`src/design/dtq_pkg.sv`:
```
// deadline timer queue: shared constants, codes and control structs
// no dependencies
package dtq_pkg;

  localparam int unsigned DEPTH_DEF     = 16;
  localparam int unsigned TIME_BITS_DEF = 48;
  localparam int unsigned MAX_RESULTS   = 16;
  localparam int unsigned NF_W          = $clog2(MAX_RESULTS + 1);

  localparam logic [1:0] REQ_ADD    = 2'd0;
  localparam logic [1:0] REQ_CANCEL = 2'd1;
  localparam logic [1:0] REQ_TICK   = 2'd2;

  localparam logic [2:0] KIND_ADDED  = 3'd0;
  localparam logic [2:0] KIND_CANCEL = 3'd1;
  localparam logic [2:0] KIND_MISS   = 3'd2;
  localparam logic [2:0] KIND_FIRED  = 3'd3;
  localparam logic [2:0] KIND_NONE   = 3'd4;
  localparam logic [2:0] KIND_FULL   = 3'd5;

  typedef enum logic [2:0] {
    OP_NONE,
    OP_WRITE,
    OP_MARK,
    OP_DROP,
    OP_TAKE
  } op_e;

  typedef enum logic [2:0] {
    OS_NONE,
    OS_ADDED,
    OS_FULL,
    OS_CANCEL,
    OS_MISS,
    OS_FIRED,
    OS_IDLE
  } osel_e;

  typedef struct packed {
    logic  load;
    logic  scan_start;
    logic  fill;
    op_e   op;
    osel_e out_sel;
    logic  out_last;
  } cmd_t;

  typedef struct packed {
    logic [1:0] req_type;
    logic       scan_done;
    logic       free_found;
    logic       hit_found;
    logic       expired;
    logic       best_stopped;
    logic       held_v;
  } sts_t;

endpackage

```
`src/design/dtq_if.sv`:
```
// deadline timer queue: request and result channel interfaces
// depends on nothing
interface dtq_in_if #(parameter int unsigned TIME_BITS = 48);
  logic                 valid;
  logic                 ready;
  logic [1:0]           req_type;
  logic [TIME_BITS-1:0] now_time;
  logic [31:0]          delay;
  logic [31:0]          cancel_seq;
  modport source (output valid, req_type, now_time, delay, cancel_seq, input ready);
  modport sink   (input valid, req_type, now_time, delay, cancel_seq, output ready);
endinterface

interface dtq_out_if #(parameter int unsigned TIME_BITS = 48);
  logic                 valid;
  logic                 ready;
  logic [2:0]           result_kind;
  logic [31:0]          seq_num;
  logic [TIME_BITS-1:0] deadline;
  logic [TIME_BITS-1:0] next_deadline;
  logic                 armed;
  logic                 last;
  modport source (output valid, result_kind, seq_num, deadline, next_deadline, armed, last,
                  input ready);
  modport sink   (input valid, result_kind, seq_num, deadline, next_deadline, armed, last,
                  output ready);
endinterface

```
`src/design/dtq_datapath.sv`:
```
// deadline timer queue datapath: slot store, scan unit, held result, output word
// depends on dtq_pkg
module dtq_datapath #(
  parameter int unsigned DEPTH     = dtq_pkg::DEPTH_DEF,
  parameter int unsigned TIME_BITS = dtq_pkg::TIME_BITS_DEF
) (
  input  logic                 clk_i,
  input  logic                 rst_ni,
  input  dtq_pkg::cmd_t        cmd_i,
  output dtq_pkg::sts_t        sts_o,
  input  logic [1:0]           req_type_i,
  input  logic [TIME_BITS-1:0] now_time_i,
  input  logic [31:0]          delay_i,
  input  logic [31:0]          cancel_seq_i,
  output logic [2:0]           result_kind_o,
  output logic [31:0]          seq_num_o,
  output logic [TIME_BITS-1:0] deadline_o,
  output logic [TIME_BITS-1:0] next_deadline_o,
  output logic                 armed_o,
  output logic                 last_o
);
  localparam int unsigned IW = (DEPTH > 1) ? $clog2(DEPTH) : 1;
  localparam int unsigned SW = ((TIME_BITS > 32) ? TIME_BITS : 32) + 1;
  localparam logic [IW-1:0] LAST_IDX = IW'(DEPTH - 1);

  logic [TIME_BITS-1:0] mem_dl  [DEPTH];
  logic [31:0]          mem_seq [DEPTH];
  logic [TIME_BITS-1:0] rd_dl_q;
  logic [31:0]          rd_seq_q;

  logic [DEPTH-1:0] valid_q, stopped_q;
  logic [1:0]       req_q;
  logic [TIME_BITS-1:0] now_q, add_dl_q;
  logic [31:0]      cseq_q, next_seq_q;

  logic          run_q, chk_v_q, chk_last_q;
  logic [IW-1:0] idx_q, chk_idx_q;

  logic                 free_q, hit_q, best_q;
  logic [IW-1:0]        free_idx_q, hit_idx_q, best_idx_q;
  logic [TIME_BITS-1:0] hit_dl_q, best_dl_q;
  logic [31:0]          best_seq_q;

  logic                 held_v_q, held_pend_q, held_armed_q;
  logic [31:0]          held_seq_q;
  logic [TIME_BITS-1:0] held_dl_q, held_nd_q;
  logic [dtq_pkg::NF_W-1:0] nfired_q;

  // saturating deadline of an add
  logic [SW-1:0]        sum;
  logic [SW-1:0]        tmax;
  logic [TIME_BITS-1:0] add_dl;
  assign sum    = SW'(now_time_i) + SW'(delay_i);
  assign tmax   = {{(SW-TIME_BITS){1'b0}}, {TIME_BITS{1'b1}}};
  assign add_dl = (sum > tmax) ? {TIME_BITS{1'b1}} : sum[TIME_BITS-1:0];

  logic                 cur_v, better;
  logic [TIME_BITS-1:0] best_nd, held_nd;
  logic                 held_armed;
  assign cur_v   = valid_q[chk_idx_q];
  assign better  = !best_q || (rd_dl_q < best_dl_q) ||
                   ((rd_dl_q == best_dl_q) && (rd_seq_q < best_seq_q));
  assign best_nd = best_q ? best_dl_q : '0;
  assign held_nd    = held_pend_q ? best_nd : held_nd_q;
  assign held_armed = held_pend_q ? best_q : held_armed_q;

  always_ff @(posedge clk_i) begin
    if (cmd_i.op == dtq_pkg::OP_WRITE) begin
      mem_dl[free_idx_q]  <= add_dl_q;
      mem_seq[free_idx_q] <= next_seq_q;
    end
    rd_dl_q  <= mem_dl[idx_q];
    rd_seq_q <= mem_seq[idx_q];
  end

  // request capture, result payload and scan accumulators
  always_ff @(posedge clk_i) begin
    if (cmd_i.load) begin
      req_q    <= req_type_i;
      now_q    <= now_time_i;
      add_dl_q <= add_dl;
      cseq_q   <= cancel_seq_i;
    end
    chk_idx_q <= idx_q;
    if (cmd_i.scan_start) begin
      free_q <= 1'b0;
      hit_q  <= 1'b0;
      best_q <= 1'b0;
    end else if (chk_v_q) begin
      if (!cur_v && !free_q) begin
        free_q     <= 1'b1;
        free_idx_q <= chk_idx_q;
      end
      if (cur_v && !hit_q && (rd_seq_q == cseq_q)) begin
        hit_q     <= 1'b1;
        hit_idx_q <= chk_idx_q;
        hit_dl_q  <= rd_dl_q;
      end
      if (cur_v && better) begin
        best_q     <= 1'b1;
        best_idx_q <= chk_idx_q;
        best_dl_q  <= rd_dl_q;
        best_seq_q <= rd_seq_q;
      end
    end
    if (cmd_i.fill && held_pend_q) begin
      held_nd_q    <= best_nd;
      held_armed_q <= best_q;
    end
    if (cmd_i.op == dtq_pkg::OP_TAKE) begin
      held_seq_q <= best_seq_q;
      held_dl_q  <= best_dl_q;
    end
    case (cmd_i.out_sel)
      dtq_pkg::OS_ADDED: begin
        result_kind_o   <= dtq_pkg::KIND_ADDED;
        seq_num_o       <= next_seq_q;
        deadline_o      <= add_dl_q;
        next_deadline_o <= (best_q && (best_dl_q < add_dl_q)) ? best_dl_q : add_dl_q;
        armed_o         <= 1'b1;
      end
      dtq_pkg::OS_FULL: begin
        result_kind_o   <= dtq_pkg::KIND_FULL;
        seq_num_o       <= '0;
        deadline_o      <= '0;
        next_deadline_o <= best_nd;
        armed_o         <= best_q;
      end
      dtq_pkg::OS_CANCEL: begin
        result_kind_o   <= dtq_pkg::KIND_CANCEL;
        seq_num_o       <= cseq_q;
        deadline_o      <= hit_dl_q;
        next_deadline_o <= best_nd;
        armed_o         <= best_q;
      end
      dtq_pkg::OS_MISS: begin
        result_kind_o   <= dtq_pkg::KIND_MISS;
        seq_num_o       <= cseq_q;
        deadline_o      <= '0;
        next_deadline_o <= best_nd;
        armed_o         <= best_q;
      end
      dtq_pkg::OS_FIRED: begin
        result_kind_o   <= dtq_pkg::KIND_FIRED;
        seq_num_o       <= held_seq_q;
        deadline_o      <= held_dl_q;
        next_deadline_o <= held_nd;
        armed_o         <= held_armed;
      end
      dtq_pkg::OS_IDLE: begin
        result_kind_o   <= dtq_pkg::KIND_NONE;
        seq_num_o       <= '0;
        deadline_o      <= '0;
        next_deadline_o <= best_nd;
        armed_o         <= best_q;
      end
      default: ;
    endcase
    if (cmd_i.out_sel != dtq_pkg::OS_NONE) begin
      last_o <= cmd_i.out_last;
    end
  end

  // control state: slot flags, sequence counter, scan pointer, held flags
  always_ff @(posedge clk_i or negedge rst_ni) begin
    if (!rst_ni) begin
      valid_q     <= '0;
      stopped_q   <= '0;
      next_seq_q  <= '0;
      run_q       <= 1'b0;
      chk_v_q     <= 1'b0;
      chk_last_q  <= 1'b0;
      idx_q       <= '0;
      held_v_q    <= 1'b0;
      held_pend_q <= 1'b0;
      nfired_q    <= '0;
    end else begin
      chk_v_q    <= run_q;
      chk_last_q <= run_q && (idx_q == LAST_IDX);
      if (cmd_i.scan_start) begin
        run_q <= 1'b1;
        idx_q <= '0;
      end else if (run_q) begin
        if (idx_q == LAST_IDX) begin
          run_q <= 1'b0;
        end else begin
          idx_q <= idx_q + 1'b1;
        end
      end
      if (cmd_i.load) begin
        held_v_q    <= 1'b0;
        held_pend_q <= 1'b0;
        nfired_q    <= '0;
      end
      // a take in the same step starts a new pending word instead
      if (cmd_i.fill && (cmd_i.op != dtq_pkg::OP_TAKE)) begin
        held_pend_q <= 1'b0;
      end
      case (cmd_i.op)
        dtq_pkg::OP_WRITE: begin
          valid_q[free_idx_q]   <= 1'b1;
          stopped_q[free_idx_q] <= 1'b0;
          next_seq_q            <= next_seq_q + 32'd1;
        end
        dtq_pkg::OP_MARK: stopped_q[hit_idx_q] <= 1'b1;
        dtq_pkg::OP_DROP: valid_q[best_idx_q] <= 1'b0;
        dtq_pkg::OP_TAKE: begin
          valid_q[best_idx_q] <= 1'b0;
          held_v_q            <= 1'b1;
          held_pend_q         <= 1'b1;
          nfired_q            <= nfired_q + 1'b1;
        end
        default: ;
      endcase
    end
  end

  assign sts_o.req_type     = req_q;
  assign sts_o.scan_done    = chk_v_q && chk_last_q;
  assign sts_o.free_found   = free_q;
  assign sts_o.hit_found    = hit_q;
  assign sts_o.expired      = best_q && (best_dl_q <= now_q) &&
                              (nfired_q != dtq_pkg::NF_W'(dtq_pkg::MAX_RESULTS));
  assign sts_o.best_stopped = stopped_q[best_idx_q];
  assign sts_o.held_v       = held_v_q;
endmodule

```
`src/design/dtq_ctrl.sv`:
```
// deadline timer queue controller: request sequencing and output handshake
// depends on dtq_pkg
module dtq_ctrl (
  input  logic          clk_i,
  input  logic          rst_ni,
  input  logic          in_valid_i,
  output logic          in_ready_o,
  output logic          out_valid_o,
  input  logic          out_ready_i,
  input  dtq_pkg::sts_t sts_i,
  output dtq_pkg::cmd_t cmd_o
);
  typedef enum logic [3:0] {
    ST_IDLE   = 4'b0001,
    ST_SCAN   = 4'b0010,
    ST_DECIDE = 4'b0100,
    ST_OUT    = 4'b1000
  } state_e;

  state_e state_q, state_d;
  logic   again_q, again_d;
  logic   out_valid_q, out_valid_d;

  assign in_ready_o  = (state_q == ST_IDLE);
  assign out_valid_o = out_valid_q;

  always_comb begin
    state_d     = state_q;
    again_d     = again_q;
    out_valid_d = out_valid_q;
    cmd_o       = '{load: 1'b0, scan_start: 1'b0, fill: 1'b0, op: dtq_pkg::OP_NONE,
                    out_sel: dtq_pkg::OS_NONE, out_last: 1'b1};
    case (state_q)
      ST_IDLE: begin
        if (in_valid_i) begin
          cmd_o.load       = 1'b1;
          cmd_o.scan_start = 1'b1;
          state_d          = ST_SCAN;
        end
      end
      ST_SCAN: begin
        if (sts_i.scan_done) begin
          state_d = ST_DECIDE;
        end
      end
      ST_DECIDE: begin
        state_d = ST_OUT;
        again_d = 1'b0;
        case (sts_i.req_type)
          dtq_pkg::REQ_ADD: begin
            if (sts_i.free_found) begin
              cmd_o.op      = dtq_pkg::OP_WRITE;
              cmd_o.out_sel = dtq_pkg::OS_ADDED;
            end else begin
              cmd_o.out_sel = dtq_pkg::OS_FULL;
            end
          end
          dtq_pkg::REQ_CANCEL: begin
            if (sts_i.hit_found) begin
              cmd_o.op      = dtq_pkg::OP_MARK;
              cmd_o.out_sel = dtq_pkg::OS_CANCEL;
            end else begin
              cmd_o.out_sel = dtq_pkg::OS_MISS;
            end
          end
          dtq_pkg::REQ_TICK: begin
            cmd_o.fill = 1'b1;
            if (sts_i.expired && sts_i.best_stopped) begin
              cmd_o.op         = dtq_pkg::OP_DROP;
              cmd_o.scan_start = 1'b1;
              state_d          = ST_SCAN;
            end else if (sts_i.expired) begin
              cmd_o.op = dtq_pkg::OP_TAKE;
              if (sts_i.held_v) begin
                cmd_o.out_sel  = dtq_pkg::OS_FIRED;
                cmd_o.out_last = 1'b0;
                again_d        = 1'b1;
              end else begin
                cmd_o.scan_start = 1'b1;
                state_d          = ST_SCAN;
              end
            end else if (sts_i.held_v) begin
              cmd_o.out_sel = dtq_pkg::OS_FIRED;
            end else begin
              cmd_o.out_sel = dtq_pkg::OS_IDLE;
            end
          end
          default: state_d = ST_IDLE;
        endcase
        if (state_d == ST_OUT) begin
          out_valid_d = 1'b1;
        end
      end
      ST_OUT: begin
        if (out_ready_i) begin
          out_valid_d = 1'b0;
          if (again_q) begin
            cmd_o.scan_start = 1'b1;
            state_d          = ST_SCAN;
          end else begin
            state_d = ST_IDLE;
          end
        end
      end
      default: state_d = ST_IDLE;
    endcase
  end

  always_ff @(posedge clk_i or negedge rst_ni) begin
    if (!rst_ni) begin
      state_q     <= ST_IDLE;
      again_q     <= 1'b0;
      out_valid_q <= 1'b0;
    end else begin
      state_q     <= state_d;
      again_q     <= again_d;
      out_valid_q <= out_valid_d;
    end
  end
endmodule

```
`src/design/deadline_timer_queue_core.sv`:
```
// deadline timer queue top level: controller plus datapath
// depends on dtq_pkg, dtq_if, dtq_ctrl, dtq_datapath
//
// usage
//  - req_i takes one request word (add, cancel, tick) at a time; ready is high
//    only while the block is idle
//  - rsp_o gives result words; a tick may give up to MAX_RESULTS fired words,
//    the final word of every request has last set
//  - every request starts with a scan of all DEPTH slots, one slot a cycle
//    through the registered slot memory read
//  - add and cancel: the word is registered in the decide state after the scan;
//    the next request is taken once the word is accepted and the block is idle
//  - tick: one scan per removed timer plus the first scan, and the output
//    handshakes of the fired words
//  - a request of unknown type gives no word and returns to idle
//  - reset clears all slot valid and stopped flags and the sequence counter;
//    slot contents stay undefined until written, no clearing pass is needed
//  - when the receiver stalls, the result word is held stable in the output
//    register and all work waits on it
module deadline_timer_queue_core #(
  parameter int unsigned DEPTH     = dtq_pkg::DEPTH_DEF,
  parameter int unsigned TIME_BITS = dtq_pkg::TIME_BITS_DEF
) (
  input  logic       clk_i,
  input  logic       rst_ni,
  dtq_in_if.sink     req_i,
  dtq_out_if.source  rsp_o
);
  dtq_pkg::cmd_t cmd;
  dtq_pkg::sts_t sts;

  // sequencing of scans, slot updates and result words
  dtq_ctrl u_ctrl (
    .clk_i       (clk_i),
    .rst_ni      (rst_ni),
    .in_valid_i  (req_i.valid),
    .in_ready_o  (req_i.ready),
    .out_valid_o (rsp_o.valid),
    .out_ready_i (rsp_o.ready),
    .sts_i       (sts),
    .cmd_o       (cmd)
  );

  // slot store, scan accumulators and the output word register
  dtq_datapath #(
    .DEPTH     (DEPTH),
    .TIME_BITS (TIME_BITS)
  ) u_datapath (
    .clk_i           (clk_i),
    .rst_ni          (rst_ni),
    .cmd_i           (cmd),
    .sts_o           (sts),
    .req_type_i      (req_i.req_type),
    .now_time_i      (req_i.now_time),
    .delay_i         (req_i.delay),
    .cancel_seq_i    (req_i.cancel_seq),
    .result_kind_o   (rsp_o.result_kind),
    .seq_num_o       (rsp_o.seq_num),
    .deadline_o      (rsp_o.deadline),
    .next_deadline_o (rsp_o.next_deadline),
    .armed_o         (rsp_o.armed),
    .last_o          (rsp_o.last)
  );
endmodule

```
`src/flat_wrapper.sv`:
```
// flat-port wrapper written by rule: the top's interface ports become plain ports
module deadline_timer_queue_core_flat 
#(
  parameter int unsigned DEPTH     = dtq_pkg::DEPTH_DEF,
  parameter int unsigned TIME_BITS = dtq_pkg::TIME_BITS_DEF
)
  (clk_i, rst_ni, req_i_valid, req_i_req_type, req_i_now_time, req_i_delay, req_i_cancel_seq, req_i_ready, rsp_o_valid, rsp_o_result_kind, rsp_o_seq_num, rsp_o_deadline, rsp_o_next_deadline, rsp_o_armed, rsp_o_last, rsp_o_ready);
  dtq_in_if #(.TIME_BITS(TIME_BITS)) req_i_i ();
  dtq_out_if #(.TIME_BITS(TIME_BITS)) rsp_o_i ();
  input  logic clk_i;
  input  logic rst_ni;
  input wire logic [$bits(req_i_i.valid)-1:0] req_i_valid;
  input wire logic [$bits(req_i_i.req_type)-1:0] req_i_req_type;
  input wire logic [$bits(req_i_i.now_time)-1:0] req_i_now_time;
  input wire logic [$bits(req_i_i.delay)-1:0] req_i_delay;
  input wire logic [$bits(req_i_i.cancel_seq)-1:0] req_i_cancel_seq;
  output wire logic [$bits(req_i_i.ready)-1:0] req_i_ready;
  output wire logic [$bits(rsp_o_i.valid)-1:0] rsp_o_valid;
  output wire logic [$bits(rsp_o_i.result_kind)-1:0] rsp_o_result_kind;
  output wire logic [$bits(rsp_o_i.seq_num)-1:0] rsp_o_seq_num;
  output wire logic [$bits(rsp_o_i.deadline)-1:0] rsp_o_deadline;
  output wire logic [$bits(rsp_o_i.next_deadline)-1:0] rsp_o_next_deadline;
  output wire logic [$bits(rsp_o_i.armed)-1:0] rsp_o_armed;
  output wire logic [$bits(rsp_o_i.last)-1:0] rsp_o_last;
  input wire logic [$bits(rsp_o_i.ready)-1:0] rsp_o_ready;
  assign req_i_i.valid = req_i_valid;
  assign req_i_i.req_type = req_i_req_type;
  assign req_i_i.now_time = req_i_now_time;
  assign req_i_i.delay = req_i_delay;
  assign req_i_i.cancel_seq = req_i_cancel_seq;
  assign req_i_ready = req_i_i.ready;
  assign rsp_o_valid = rsp_o_i.valid;
  assign rsp_o_result_kind = rsp_o_i.result_kind;
  assign rsp_o_seq_num = rsp_o_i.seq_num;
  assign rsp_o_deadline = rsp_o_i.deadline;
  assign rsp_o_next_deadline = rsp_o_i.next_deadline;
  assign rsp_o_armed = rsp_o_i.armed;
  assign rsp_o_last = rsp_o_i.last;
  assign rsp_o_i.ready = rsp_o_ready;
  deadline_timer_queue_core #(.DEPTH(DEPTH), .TIME_BITS(TIME_BITS)) u_core (.clk_i(clk_i), .rst_ni(rst_ni), .req_i(req_i_i), .rsp_o(rsp_o_i));
endmodule
```
`config.mk`:
```
export PLATFORM = sky130hd
export DESIGN_NAME = deadline_timer_queue_core_flat
export DESIGN_NICKNAME = d
export VERILOG_FILES = /design/src/design/dtq_pkg.sv /design/src/design/dtq_if.sv /design/src/design/dtq_datapath.sv /design/src/design/dtq_ctrl.sv /design/src/design/deadline_timer_queue_core.sv /design/src/flat_wrapper.sv
export SDC_FILE = /design/constraint.sdc
export NUM_CORES = 2
export LEC_CHECK = 0
export ABC_CLOCK_PERIOD_IN_PS = 10400
export BUFFER_PORTS_ARGS = -buffer_cell sky130_fd_sc_hd__buf_2
export CORE_UTILIZATION = 62
export DETAILED_ROUTE_END_ITERATION = 6
export PLACE_DENSITY = 0.79
export SETUP_SLACK_MARGIN = 0.3
export SYNTH_ARGS = -nofsm -noshare
export SYNTH_HDL_FRONTEND = slang
export SYNTH_HIERARCHICAL = 1
export SYNTH_SLANG_ARGS = --single-unit
```
`constraint.sdc`:
```
create_clock -name clk_i -period 10.4 [get_ports clk_i]
set_clock_uncertainty 0.2 [all_clocks]
set_input_delay 0.52 -clock clk_i [delete_from_list [all_inputs] [get_ports clk_i]]
set_output_delay 0.52 -clock clk_i [all_outputs]
set_load 0.02 [all_outputs]
```
==> flow_summary_export.csv <==
group,metric,value,unit
power_and_ir_drop,ir_drop,0.246,mV
logic_synthesis,synth_top_area_cell,"edfxtp_1",
power_and_ir_drop,power.switching,0.00534,W
logic_synthesis,synth-edff-count,1812,
clock_network,clockRootBuffer,"clkbuf_16",
critical_path,crit_required,10.82,ns
clock_network,numCtsBuffers,186,
power_and_ir_drop,pwr-share-clk,33.8,%
logic_synthesis,ys_seq_elements,1983,
final_layout,fin_cells,6894,
final_layout,syn_to_final_growth,12.6,%
final_layout,n_fill_cell,7626,
min_path,min_path_type,"in -> async",
logic_synthesis,synth_area_per_cell,17.6,um^2
grt,grt_max_degree,141,
grt,antenna_found_initial,6,
critical_path,critPathMaxFanout,55,
detailed_routing,wl_per_cell,32.2,um
grt,grt_pass1_wl,317000,um
clock_network,post_cts_resized,0,
timing,slew_headroom,12.5,%
critical_path,startpoint_type,"register",
power_and_ir_drop,p_seq_share,49.2,%
power_and_ir_drop,p_int,0.0149,W
logic_synthesis,ys.warnings.count,6,
floorplanning,die_height,364,um
clock_network,cts_tree,"built",
timing,finalCritPeriodShare,67.9,%
timing,finalHoldViolations,0,
clock_network,cts.sinks,1983,
detailed_routing,drt_wl_total,222000,um
logic_synthesis,synthTopCellsByArea,"edfxtp_1 67%, mux4_2 11%, ha_1 3.2%, dfrtp_1 2.6%, dfxtp_1 2.1%",
critical_path,worstSetupEndpointType,"register",
power_and_ir_drop,power_leakage,31.8,nW
timing,slew_violations,0,
logic_synthesis,synth.yosys.seq_area_share,71.5,%
place,globalplace.congestion,0.940,
clock_network,htreeDepth,4,
logic_synthesis,ys_async_sr_fraction,4.24,%
status,status,"complete, but fails checks",
detailed_routing,drt_iter0_drc,7114,
timing,setup_viol,0,
clock_network,clk_latency,0.82,ns
floorplanning,start_util,62.7,%
place,dp_hpwl,125000,um
clock_network,cts.path.max_buffers,3,
final_layout,drive_gt1_share,21.3,%
grt,overflow,0,
power_and_ir_drop,swShare,26.4,%
grt,grt_usage,33.7,%
timing,rsz0062_at_grt,"false",
logic_synthesis,syn_inst,4615,
logic_synthesis,syn_area,81400,um^2
detailed_routing,post-route-drc-count,1,
detailed_routing,num_vias,47300,
floorplanning,num_rows,132,
floorplanning,io_pins,253,
floorplanning,coreArea,130000,um^2
logic_synthesis,synth.top_cell.area_share,66.8,%
critical_path,worstSetupPathType,"reg -> reg",
critical_path,worstSetupStartpoint,"u_core/u_datapath/best_dl_q[43]$_DFFE_PP_",
grt,grt_pass1_vias,46900,
place,placedCellCount,6453,
logic_synthesis,synth_nets,4944,
timing,worstMarginPinSlew,1.30,ns
place,io_buffer_count,252,
critical_path,reg2reg_depth,19,
timing,finalCriticalPeriod,7.06,ns
power_and_ir_drop,powerDensity,221,nW/um^2
timing,fmax,142,MHz
detailed_routing,vias_per_cell,6.86,
critical_path,reg2reg_from,"u_core/u_datapath/best_dl_q[43]$_DFFE_PP_",
final_layout,fin_nets,5317,
status,violations,"design-rule violations",
logic_synthesis,synth-main-ff-cell,"edfxtp_1",
critical_path,r2r_setup_slack,3.34,ns
floorplanning,die_w,364,um
timing,setup_tns,0,ns
logic_synthesis,ys_types,82,
detailed_routing,ant_nets,0,
final_layout,postLayoutCoreUtil,70.5,%
detailed_routing,drt_pass1_iterations,7,
run,drv_cap,0,
floorplanning,die_area,133000,um^2
power_and_ir_drop,comb_power_share,17.0,%
clock_network,path_clk_slew,0.06,ns
critical_path,worstPathArrival,7.48,ns
critical_path,r2r_end,"u_core/u_datapath/seq_num_o[3]$_DFFE_PP_",
## routing by layer
metal	global-route usage, %	share of wire [%]	vias to the layer above
met5	0	0.017	-
met1	46.1	36	24000
met4	13.6	4.3	8
li1	-	-	19100
met3	9.19	13	617
met2	51.8	47	3619
## per-stage QoR
stage / setup WS, ns / hold WS (ns) / total power (W) / cell area (um^2)
floorplan: 2.95 / 0.0244 / 0.0122 / 81400
global placement: 3.97 / 0.231 / 0.0134 / 84700
detailed placement: 3.63 / 0.232 / 0.0134 / 84700
CTS: 3.54 / 0.00918 / 0.0202 / 91700
global route: 3.18 / 0.0451 / 0.0208 / 91700
finish: 3.34 / 0.0316 / 0.0202 / 91700
## layout make-up
type / instances / area [um^2] / share of cell area (%)
repair buffers: 399 / 2640 / 2.88
flip-flops and latches: 1983 / 58300 / 63.6
multi-input cells: 2153 / 21400 / 23.4
clock inverters: 93 / 837 / 0.913
diodes: 2 / 5.00 / 0.00546
inverters: 265 / 1040 / 1.13
well taps: 1742 / 2180 / 2.38
clock buffers: 257 / 5300 / 5.78
## worst max-delay path by stage
stage / to / slack, ns / cells past startpoint
after floorplan: u_core/u_datapath/mem_dl[1][0]$_DFFE_PP_ / 2.95 / 15
after CTS: u_core/u_datapath/seq_num_o[3]$_DFFE_PP_ / 3.54 / 19
final: u_core/u_datapath/seq_num_o[3]$_DFFE_PP_ / 3.34 / 19
after detailed placement: u_core/u_datapath/seq_num_o[3]$_DFFE_PP_ / 3.63 / 19
after global placement: u_core/u_datapath/seq_num_o[28]$_DFFE_PP_ / 3.97 / 19
after global routing: u_core/u_datapath/seq_num_o[3]$_DFFE_PP_ / 3.18 / 19
## synthesized netlist by cell type, types with 14 or more instances
| cell | count |
|---|---|
| o21a_1 | 14 |
| a22o_1 | 85 |
| mux2i_1 | 47 |
| inv_1 | 265 |
| dfrtp_1 | 83 |
| nor2b_1 | 50 |
| buf_2 | 33 |
| edfxtp_1 | 1812 |
| a31oi_1 | 60 |
| and3_1 | 17 |
| mux4_2 | 410 |
| xor2_1 | 54 |
| nand2_1 | 380 |
| nor3_1 | 19 |
| nor2_1 | 75 |
| clkbuf_1 | 129 |
| nand3_1 | 38 |
| xnor2_1 | 43 |
| nand2b_1 | 22 |
| o22ai_1 | 51 |
| o21ai_0 | 113 |
| o221ai_1 | 51 |
| ha_1 | 210 |
| a21o_1 | 54 |
| a21oi_1 | 126 |
| mux2_2 | 33 |
| dfxtp_1 | 87 |
| buf_1 | 42 |
| nand4_1 | 55 |
## critical path, stage by stage, from the launching register on
cell	delay (ns)
edfxtp_1	0.47
ha_1	0.34
nand4_1	0.16
nor2_1	0.35
nand4_1	0.27
nor3_1	0.49
o211ai_1	0.16
o311ai_0	0.15
o21ai_0	0.19
buf_4	0.22
nand2_1	0.14
a22oi_1	0.15
nor2_4	0.46
buf_4	0.68
nor2b_4	0.71
buf_4	0.49
buf_4	0.67
a22o_1	0.26
nand2_1	0.05
o21ai_0	0.13
## kinds of logic after synthesis
kind of cell,synth area share (%)
buffers and inverters,2.32
xor gates and xnor gates,1.04
muxes,12.5
adders and majority gates,3.25
and+or+nand+nor,4.17
DFF,71.5
AOI/OAI and AO/OA,5.23
## power by group through the flow
stage	Combinational, W	Sequential [W]	Clock [W]
2_1_floorplan	0.00257	0.00963	0
4_1_cts	0.00345	0.00993	0.00687
3_5_place_dp	0.00335	0.0101	0
3_3_place_gp	0.00331	0.0101	0
5_1_grt	0.00366	0.00997	0.00717
6_report	0.00345	0.00995	0.00684
## layout by cell type, fill, tap and decap left out, types with 29 or more instances in the layout
cell type / count
ha_1: 210
dfxtp_1: 86
edfxtp_1: 1812
mux2i_1: 47
o221ai_1: 51
clkbuf_16: 193
a31oi_1: 60
dfrtp_1: 78
clkinv_2: 30
nand4_1: 55
inv_1: 249
nand3_1: 38
clkinv_1: 29
dlygate4sd3_1: 89
a21o_1: 54
o21ai_0: 113
o22ai_1: 51
mux2_2: 33
nand2_1: 378
buf_4: 55
clkbuf_1: 41
nor2_1: 70
xnor2_1: 43
buf_2: 251
a21oi_1: 122
mux4_2: 410
nor2b_1: 47
a22o_1: 85
xor2_1: 54
## sequential cells by signal, indices dropped and copies added, names as in the netlist, 48 cells and up
signal / flops
u_core/u_datapath/rd_dl_q: 48
u_core/u_datapath/hit_dl_q: 48
u_core/u_datapath/mem_dl: 768
u_core/u_datapath/next_deadline_o: 48
u_core/u_datapath/held_dl_q: 48
u_core/u_datapath/best_dl_q: 48
u_core/u_datapath/now_q: 48
u_core/u_datapath/held_nd_q: 48
u_core/u_datapath/mem_seq: 512
u_core/u_datapath/add_dl_q: 48
u_core/u_datapath/deadline_o: 48
## timing repair
item                      4_1_cts  5_1_grt
hold buffers                   89        0
setup buffers                   0        0
hold endpoints to repair      129        0
Power figures use the tool's default switching activity.
